<file path="config.mk">
export PLATFORM = sky130hd
export DESIGN_NAME = srl_cell
export DESIGN_NICKNAME = d
export VERILOG_FILES = /design/src/rtl/core/srl_pkg.sv /design/src/rtl/core/srl_cell.sv
export SDC_FILE = /design/constraint.sdc
export NUM_CORES = 1
export LEC_CHECK = 0
export BUFFER_PORTS_ARGS = -buffer_cell sky130_fd_sc_hd__clkbuf_2
export CAP_MARGIN = 20
export CELL_PAD_IN_SITES_DETAIL_PLACEMENT = 2
export CELL_PAD_IN_SITES_GLOBAL_PLACEMENT = 2
export CORE_AREA = 2 2 209 211
export CTS_CLUSTER_DIAMETER = 200
export DETAILED_ROUTE_END_ITERATION = 6
export DIE_AREA = 0 0 211 213
export PLACE_DENSITY_LB_ADDON = 0.1
export SLEW_MARGIN = 20
export SYNTH_ARGS = -nofsm -noshare
export SYNTH_HDL_FRONTEND = slang
export SYNTH_SLANG_ARGS = --single-unit
</file>
<file path="constraint.sdc">
create_clock -name clk_i -period 26.9 [get_ports clk_i]
set_input_delay 4.035 -clock clk_i [delete_from_list [all_inputs] [get_ports clk_i]]
set_output_delay 4.035 -clock clk_i [all_outputs]
set_load 0.02 [all_outputs]
</file>
<file path="src/rtl/core/srl_pkg.sv">
// Shared types and constants for the sequential record list.
package srl_pkg;

  localparam int KeyW = 32;
  localparam int PayW = 64;
  localparam int CmdW = 4;
  localparam int PosW = 7;
  localparam int StW  = 3;

  // Command codes of the input word.
  typedef enum logic [CmdW-1:0] {
    CMD_APPEND    = 4'd0,
    CMD_PREPEND   = 4'd1,
    CMD_INSERT    = 4'd2,
    CMD_READ      = 4'd3,
    CMD_FIND      = 4'd4,
    CMD_REM_KEY   = 4'd5,
    CMD_REM_FIRST = 4'd6,
    CMD_REM_LAST  = 4'd7,
    CMD_REM_SWAP  = 4'd8,
    CMD_SWAP      = 4'd9,
    CMD_REM_RANGE = 4'd10
  } cmd_e;

  // Status codes of the result word.
  localparam logic [StW-1:0] ST_OK     = 3'd0;
  localparam logic [StW-1:0] ST_FULL   = 3'd1;
  localparam logic [StW-1:0] ST_EMPTY  = 3'd2;
  localparam logic [StW-1:0] ST_NOKEY  = 3'd3;
  localparam logic [StW-1:0] ST_BADPOS = 3'd4;

  // What every cell of the chain does in one cycle.
  typedef enum logic [1:0] {
    CELL_HOLD,
    CELL_SHR,
    CELL_SHL,
    CELL_WR
  } cell_mode_e;

  typedef struct packed {
    cell_mode_e mode;
    logic       we2;
  } cell_op_t;

endpackage

</file>
<file path="src/rtl/core/srl_cell.sv">
// One storage cell of the record chain with its compare and shift logic.
module srl_cell #(
  parameter int IW  = 6,
  parameter int IDX = 0
) (
  input  logic                          clk_i,
  input  srl_pkg::cell_op_t             op_i,
  input  logic [IW-1:0]                 at_i,
  input  logic [IW-1:0]                 at2_i,
  input  logic signed [srl_pkg::KeyW-1:0] wr_key_i,
  input  logic [srl_pkg::PayW-1:0]      wr_pay_i,
  input  logic signed [srl_pkg::KeyW-1:0] wr2_key_i,
  input  logic [srl_pkg::PayW-1:0]      wr2_pay_i,
  input  logic signed [srl_pkg::KeyW-1:0] left_key_i,
  input  logic [srl_pkg::PayW-1:0]      left_pay_i,
  input  logic signed [srl_pkg::KeyW-1:0] right_key_i,
  input  logic [srl_pkg::PayW-1:0]      right_pay_i,
  input  logic                          valid_i,
  input  logic signed [srl_pkg::KeyW-1:0] search_key_i,
  input  logic                          eq_seen_i,
  input  logic                          ge_seen_i,
  output logic                          eq_seen_o,
  output logic                          ge_seen_o,
  output logic                          eq_first_o,
  output logic                          ge_first_o,
  output logic signed [srl_pkg::KeyW-1:0] key_o,
  output logic [srl_pkg::PayW-1:0]      pay_o
);
  import srl_pkg::*;

  localparam logic [IW-1:0] Me = IW'(IDX);

  logic signed [KeyW-1:0] key_q, key_d;
  logic [PayW-1:0]        pay_q, pay_d;
  logic                   eq_hit, ge_hit;

  always_comb begin
    key_d = key_q;
    pay_d = pay_q;
    case (op_i.mode)
      CELL_SHR: begin
        if (Me == at_i) begin
          key_d = wr_key_i;
          pay_d = wr_pay_i;
        end else if (Me > at_i) begin
          key_d = left_key_i;
          pay_d = left_pay_i;
        end
      end
      CELL_SHL: begin
        if (Me >= at_i) begin
          key_d = right_key_i;
          pay_d = right_pay_i;
        end
      end
      CELL_WR: begin
        if (Me == at_i) begin
          key_d = wr_key_i;
          pay_d = wr_pay_i;
        end
        if (op_i.we2 && Me == at2_i) begin
          key_d = wr2_key_i;
          pay_d = wr2_pay_i;
        end
      end
      default: ;
    endcase
  end

  always_ff @(posedge clk_i) begin
    key_q <= key_d;
    pay_q <= pay_d;
  end

  assign eq_hit     = valid_i && (key_q == search_key_i);
  assign ge_hit     = valid_i && !(key_q < search_key_i);
  assign eq_first_o = eq_hit && !eq_seen_i;
  assign ge_first_o = ge_hit && !ge_seen_i;
  assign eq_seen_o  = eq_seen_i || eq_hit;
  assign ge_seen_o  = ge_seen_i || ge_hit;
  assign key_o      = key_q;
  assign pay_o      = pay_q;

endmodule

</file>
Word-level counts from Yosys, hierarchy flattened
Index checks and enable logic that the tools add are counted.
Word-level totals
  bits of input ports: 435
  flip-flop bits (word level): 96
  output and inout bits: 100
Operators by class
  reduce and logical (&&, ||, !) cells: 14
  muxes and demuxes: 12
  equal/unequal tests: 7
  $lt $le $gt $ge: 3
Operators by type and width (number)
  64-bit two-way mux: 5
  64-bit one-hot mux with 3 select lines: 1
  32-bit two-way mux: 5
  32-bit one-hot mux with 3 select lines: 1
  32-bit equality test: 1
  32-bit < comparator: 1
  6-bit zero test: 2
  1-bit by 6-bit greater-or-equal comparator with 1-bit output (first input constant): 1
  1-bit by 6-bit > comparator with 1-bit output (first input constant): 1
  3-bit != test (second input constant): 2
  1-bit logical AND: 5
  2-bit equality test (second input constant): 2
  4-bit AND reduction: 1
  1-bit zero test: 3
  3-bit nonzero test: 1
  2-bit by 1-bit equality test with 1-bit output (second input constant): 1
  1-bit logical OR: 2
  2-bit != test (second input constant): 1

Longest topological paths before layout
  word-level depth: 4
  depth in mapped cells: 8
  gate-level depth less buffers: 8

Worst setup path before layout
No wires, ideal clock.
  kind: input-to-reg
  from: input port at_i[5]
  to: register key_q[0], in the netlist key_o[0], enable pin
  arrival time: 11.756 ns
  buffers on the path: 2
  stages on the path: 5
  library setup time: 0.684 ns
  slack: 14.460 ns
  cell sequence: nor4_1 > nand2_1 > buf_2 > buf_1 > o21ai_0
On the way
  longest elaborated chain between the ends: 3
  elaborated cells on any way between the ends: 7
  those cells by class: order compare (2); eq/ne (3); reduce/logical (2)
Ends and longest elaborated chain
  start, declared: RTL line srl_cell.sv:8  | input logic [IW-1:0] at_i,
  1-bit by 6-bit > comparator with 1-bit output, or another cell as far along: RTL line srl_cell.sv:45  | end else if (Me > at_i) begin
  3-bit != test (no line) / 2-bit != test (equally long branches)
  4-bit AND reduction (no line) (*)
  end signal, assigned: RTL line srl_cell.sv:71  | key_q <= key_d;
  end, declared: RTL line srl_cell.sv:33  | logic signed [KeyW-1:0] key_q, key_d;
Every way passes the cells marked *; elsewhere a longest branch is shown, timed or not.
A chain may end at the register's enable or synchronous reset.

Worst setup path in the final report
  from: input port search_key_i[7] (netlist name)
  to: output port ge_first_o
On the way
  longest elaborated chain between the ends: 4
Ends and longest elaborated chain
  start, declared: RTL line srl_cell.sv:19  | input logic signed [srl_pkg::KeyW-1:0] search_key_i,
  32-bit < comparator: RTL line srl_cell.sv:76  | assign ge_hit = valid_i && !(key_q < search_key_i);
  1-bit zero test: RTL line srl_cell.sv:76
  1-bit logical AND: RTL line srl_cell.sv:76
  1-bit logical AND: RTL line srl_cell.sv:78  | assign ge_first_o = ge_hit && !ge_seen_i;
  end, declared: RTL line srl_cell.sv:25  | output logic ge_first_o,
No other way between the ends.

==> flow_summary.ini <==
[pwr]
power_density_mw_per_mm2 = 36.45
p_leak_nw = 6.190
p_seq_share_pct = 42.1
power_frac_comb_pct = 21.9
swShare_pct = 27.25
p_clk_share_pct = 36.0
cell_internal_pwr_uw = 293.3
p_sw_uw = 109.9
vdd_ir_drop_max_mv = 0.02035

[final_layout]
area_growth_pct = 46.99
fin_nets = 1730
finalNonFillerCells = 1818
fillCellCount = 4987
drive_above_1_share_pct = 44.40
design_area_mm2 = 0.01106

[drt]
drtIter0Drc = 173
wl_met2_mm = 20.44
dr_wl_met3_mm = 2.424
met1_length_mm = 14.95
avgRoutedWirePerCell_um = 21.16
remaining_drc_errors = 0
routed.top_layer = met5
vias_per_cell = 4.380
wl_mm = 38.46
ant_nets = 0
dr.pass1.iters = 4
vias = 7963

[clock_network]
clk_transition_reported_paths_ps = 70
postCtsSetupRepairBufs = 0
cts_buffers = 9
root_buffer = clkbuf_16
cts.sinks = 96
clk_path_buf_depth = 2
cts_tree = done
cts_resized = 0
hold_buffers = 0
htreeDepth = 3

[worst_setup_path]
start_kind = input pin
crit_fanout = 3
critPathSlowestCell = o311a_1
slowest_delay_ps = 400
criticalPathCategory = in -> out
end_kind = primary output
critPathRequiredTime_ps = 22860
worstPathArrival_ps = 6300
crit_chain = clkbuf_2 > inv_1 > ha_1 > a21oi_1 > o21ai_0 > a221o_1 > o311a_1 > or3_1 > a211oi_2 > clkbuf_2
crit_top_cell = clkbuf_2

[synthesis]
synth_xor_area_share_pct = 0
ys_ff_latch = 96
synth_compound_area_share_pct = 18.49
syn-num-nets = 1238
synth-simple-area-share_pct = 7.300
syn_inst = 771
synth_mux_area_share_pct = 25.54
synth_area_mm2 = 0.007525
synth_cell_type_count = 32
synth_fa_ha_area_share_pct = 5.321
synth_top_family_by_area = multiplexers
ys_warn_count = 0
postSynthAreaPerCell_um2 = 9.760
ys_seq_area_share_pct = 38.31

[sta]
min_period_ps = 10340
relSlewSlack_pct = 32.71
rsz0062_at_grt = no
hold_violations = 0
clock.fmax_mhz = 96.73
setup-tns-final_ps = 0
setup_viol = 0
maxSlewViolCount = 0
fin_crit_sh_pct = 38.43
worstMarginPinSlew_ps = 1009

[floorplanning]
die_area_mm2 = 0.04494
die_w_um = 211
rows = 76
io_pins = 535
fp.dieH_um = 213
core-area_mm2 = 0.04270
start_util_pct = 17.62

[placed_design]
place_area_mm2 = 0.01074
hpwl_mm = 31.29
dp_cells = 1798
gp_routability_congestion = 0.7908
port_buffers = 534

[run_status]
outcome = completed

[grt]
first_global_vias = 8712
grt_util_all_layers_pct = 16.75
antenna_found_initial = 9
grt_start_max_net_pins = 99
grt-ovfl-total = 0
grt_first_pass_wirelength_mm = 55.39

[run]
maxCapViolCount = 0

[hold_path]
holdCritPathClass = in -> reg
## through the flow
stage	setup slack, ps	hold WS [ps]	power (mW)	utilization (%)
after global placement	16490	4355	0.2619	25.15
after detailed placement	16500	4366	0.2639	25.15
after CTS	16490	3960	0.4139	25.88
after global routing	16370	3980	0.4275	25.91
after floorplan	14460	4260	0.2153	-
final	16560	3985	0.4031	25.91
## placed cells by master (no fill, tap or decap), types with 2 or more instances in the layout
| master | Yosys | final |
|---|---|---|
| clkbuf_2 | 0 | 532 |
| mux2i_1 | 192 | 192 |
| nand2_1 | 106 | 104 |
| o211ai_1 | 99 | 99 |
| edfxtp_1 | 96 | 96 |
| o21ai_1 | 63 | 63 |
| o21ai_0 | 39 | 38 |
| inv_1 | 35 | 35 |
| ha_1 | 32 | 32 |
| a21oi_1 | 10 | 10 |
| clkbuf_16 | 0 | 9 |
| buf_4 | 0 | 9 |
| nand4_1 | 7 | 7 |
| nor2_1 | 6 | 6 |
| diode_2 | 0 | 4 |
| nand3_1 | 4 | 4 |
| clkinv_2 | 0 | 3 |
| nor4_1 | 2 | 2 |
| nand2_4 | 0 | 2 |
| nor3_1 | 2 | 2 |
| nand2b_1 | 2 | 2 |
| bufinv_16 | 0 | 2 |
| buf_6 | 0 | 2 |
## cell type report
cell class / count / area [um2] / area share [%]
antenna: 4 / 10.01 / 0.09050
clock buffer: 9 / 225.2 / 2.036
clock inverter: 7 / 86.33 / 0.7805
inverter: 35 / 131.4 / 1.188
multi-input combinational: 578 / 4289 / 38.78
sequential: 96 / 2883 / 26.06
tap: 546 / 683.2 / 6.176
timing repair buffer: 543 / 2753 / 24.89
## path summary, 6_finish.rpt
check | start | end | slack, ps | depth (start not counted)
setup / recovery | search_key_i[7] | ge_first_o | 16560 | 10
hold / removal | right_key_i[4] | key_o[4]$_DFFE_PP_ | 3990 | 3
## power by group through the flow
stage / Clock, mW / Sequential [mW] / Combinational (mW)
4_1_cts: 0.153 / 0.170 / 0.0909
6_report: 0.145 / 0.170 / 0.0883
3_3_place_gp: 0 / 0.173 / 0.0887
3_5_place_dp: 0 / 0.173 / 0.0906
5_1_grt: 0.157 / 0.170 / 0.100
2_1_floorplan: 0 / 0.176 / 0.0391
## state kept, by name (all words and copies together), names as in the netlist
name and cells:
key_o 32, pay_o 64
## worst max-delay path: cells and delay by family
kind	cells	cell delay (ps)
adder cells (fa/ha/maj)	1	300
buffers and inverters	3	310
AND/OR/NAND/NOR	1	370
AO/OA/AOI/OAI	5	1290
## cell families (layout without fill, tap and decap cells)
logic type / after synthesis / count (layout)
other cells: 0 / 4
mux: 192 / 192
buf+inv: 97 / 594
fa+ha+maj: 32 / 32
flops: 96 / 96
compound gates: 221 / 221
simple gates: 133 / 133
## cell usage after synthesis
| library cell | number | share of area (%) |
|---|---|---|
| mux2i_1 | 192 | 26 |
| nand2_1 | 106 | 5.3 |
| o211ai_1 | 99 | 9.9 |
| edfxtp_1 | 96 | 38 |
| o21ai_1 | 63 | 4.2 |
| o21ai_0 | 39 | 2.6 |
| inv_1 | 35 | 1.7 |
| ha_1 | 32 | 5.3 |
| clkbuf_1 | 29 | 1.4 |
| buf_1 | 21 | 1.0 |
| buf_2 | 12 | 0.80 |
| a21oi_1 | 10 | 0.67 |
| nand4_1 | 7 | 0.58 |
| nor2_1 | 6 | 0.30 |
| nand3_1 | 4 | 0.27 |
| nand2b_1 | 2 | 0.17 |
| nor3_1 | 2 | 0.13 |
| nor4_1 | 2 | 0.17 |
| a211oi_1 | 1 | 0.10 |
| a211oi_2 | 1 | 0.17 |
| a21boi_1 | 1 | 0.10 |
| a21o_1 | 1 | 0.10 |
| a21oi_2 | 1 | 0.12 |
| a221o_1 | 1 | 0.13 |
| a221oi_1 | 1 | 0.12 |
| a31oi_1 | 1 | 0.083 |
| a41oi_1 | 1 | 0.12 |
| and4_1 | 1 | 0.12 |
| nor2b_1 | 1 | 0.083 |
| nor4b_1 | 1 | 0.12 |
| o311a_1 | 1 | 0.13 |
| or3_1 | 1 | 0.083 |
## routing by layer
metal / up-vias / track usage, %
li1: 3905 / -
met1: 3798 / 18.66
met2: 227 / 30.66
met3: 29 / 4.589
met4: 4 / 5.610
met5: - / 0
(Power assumes the default switching activity.)
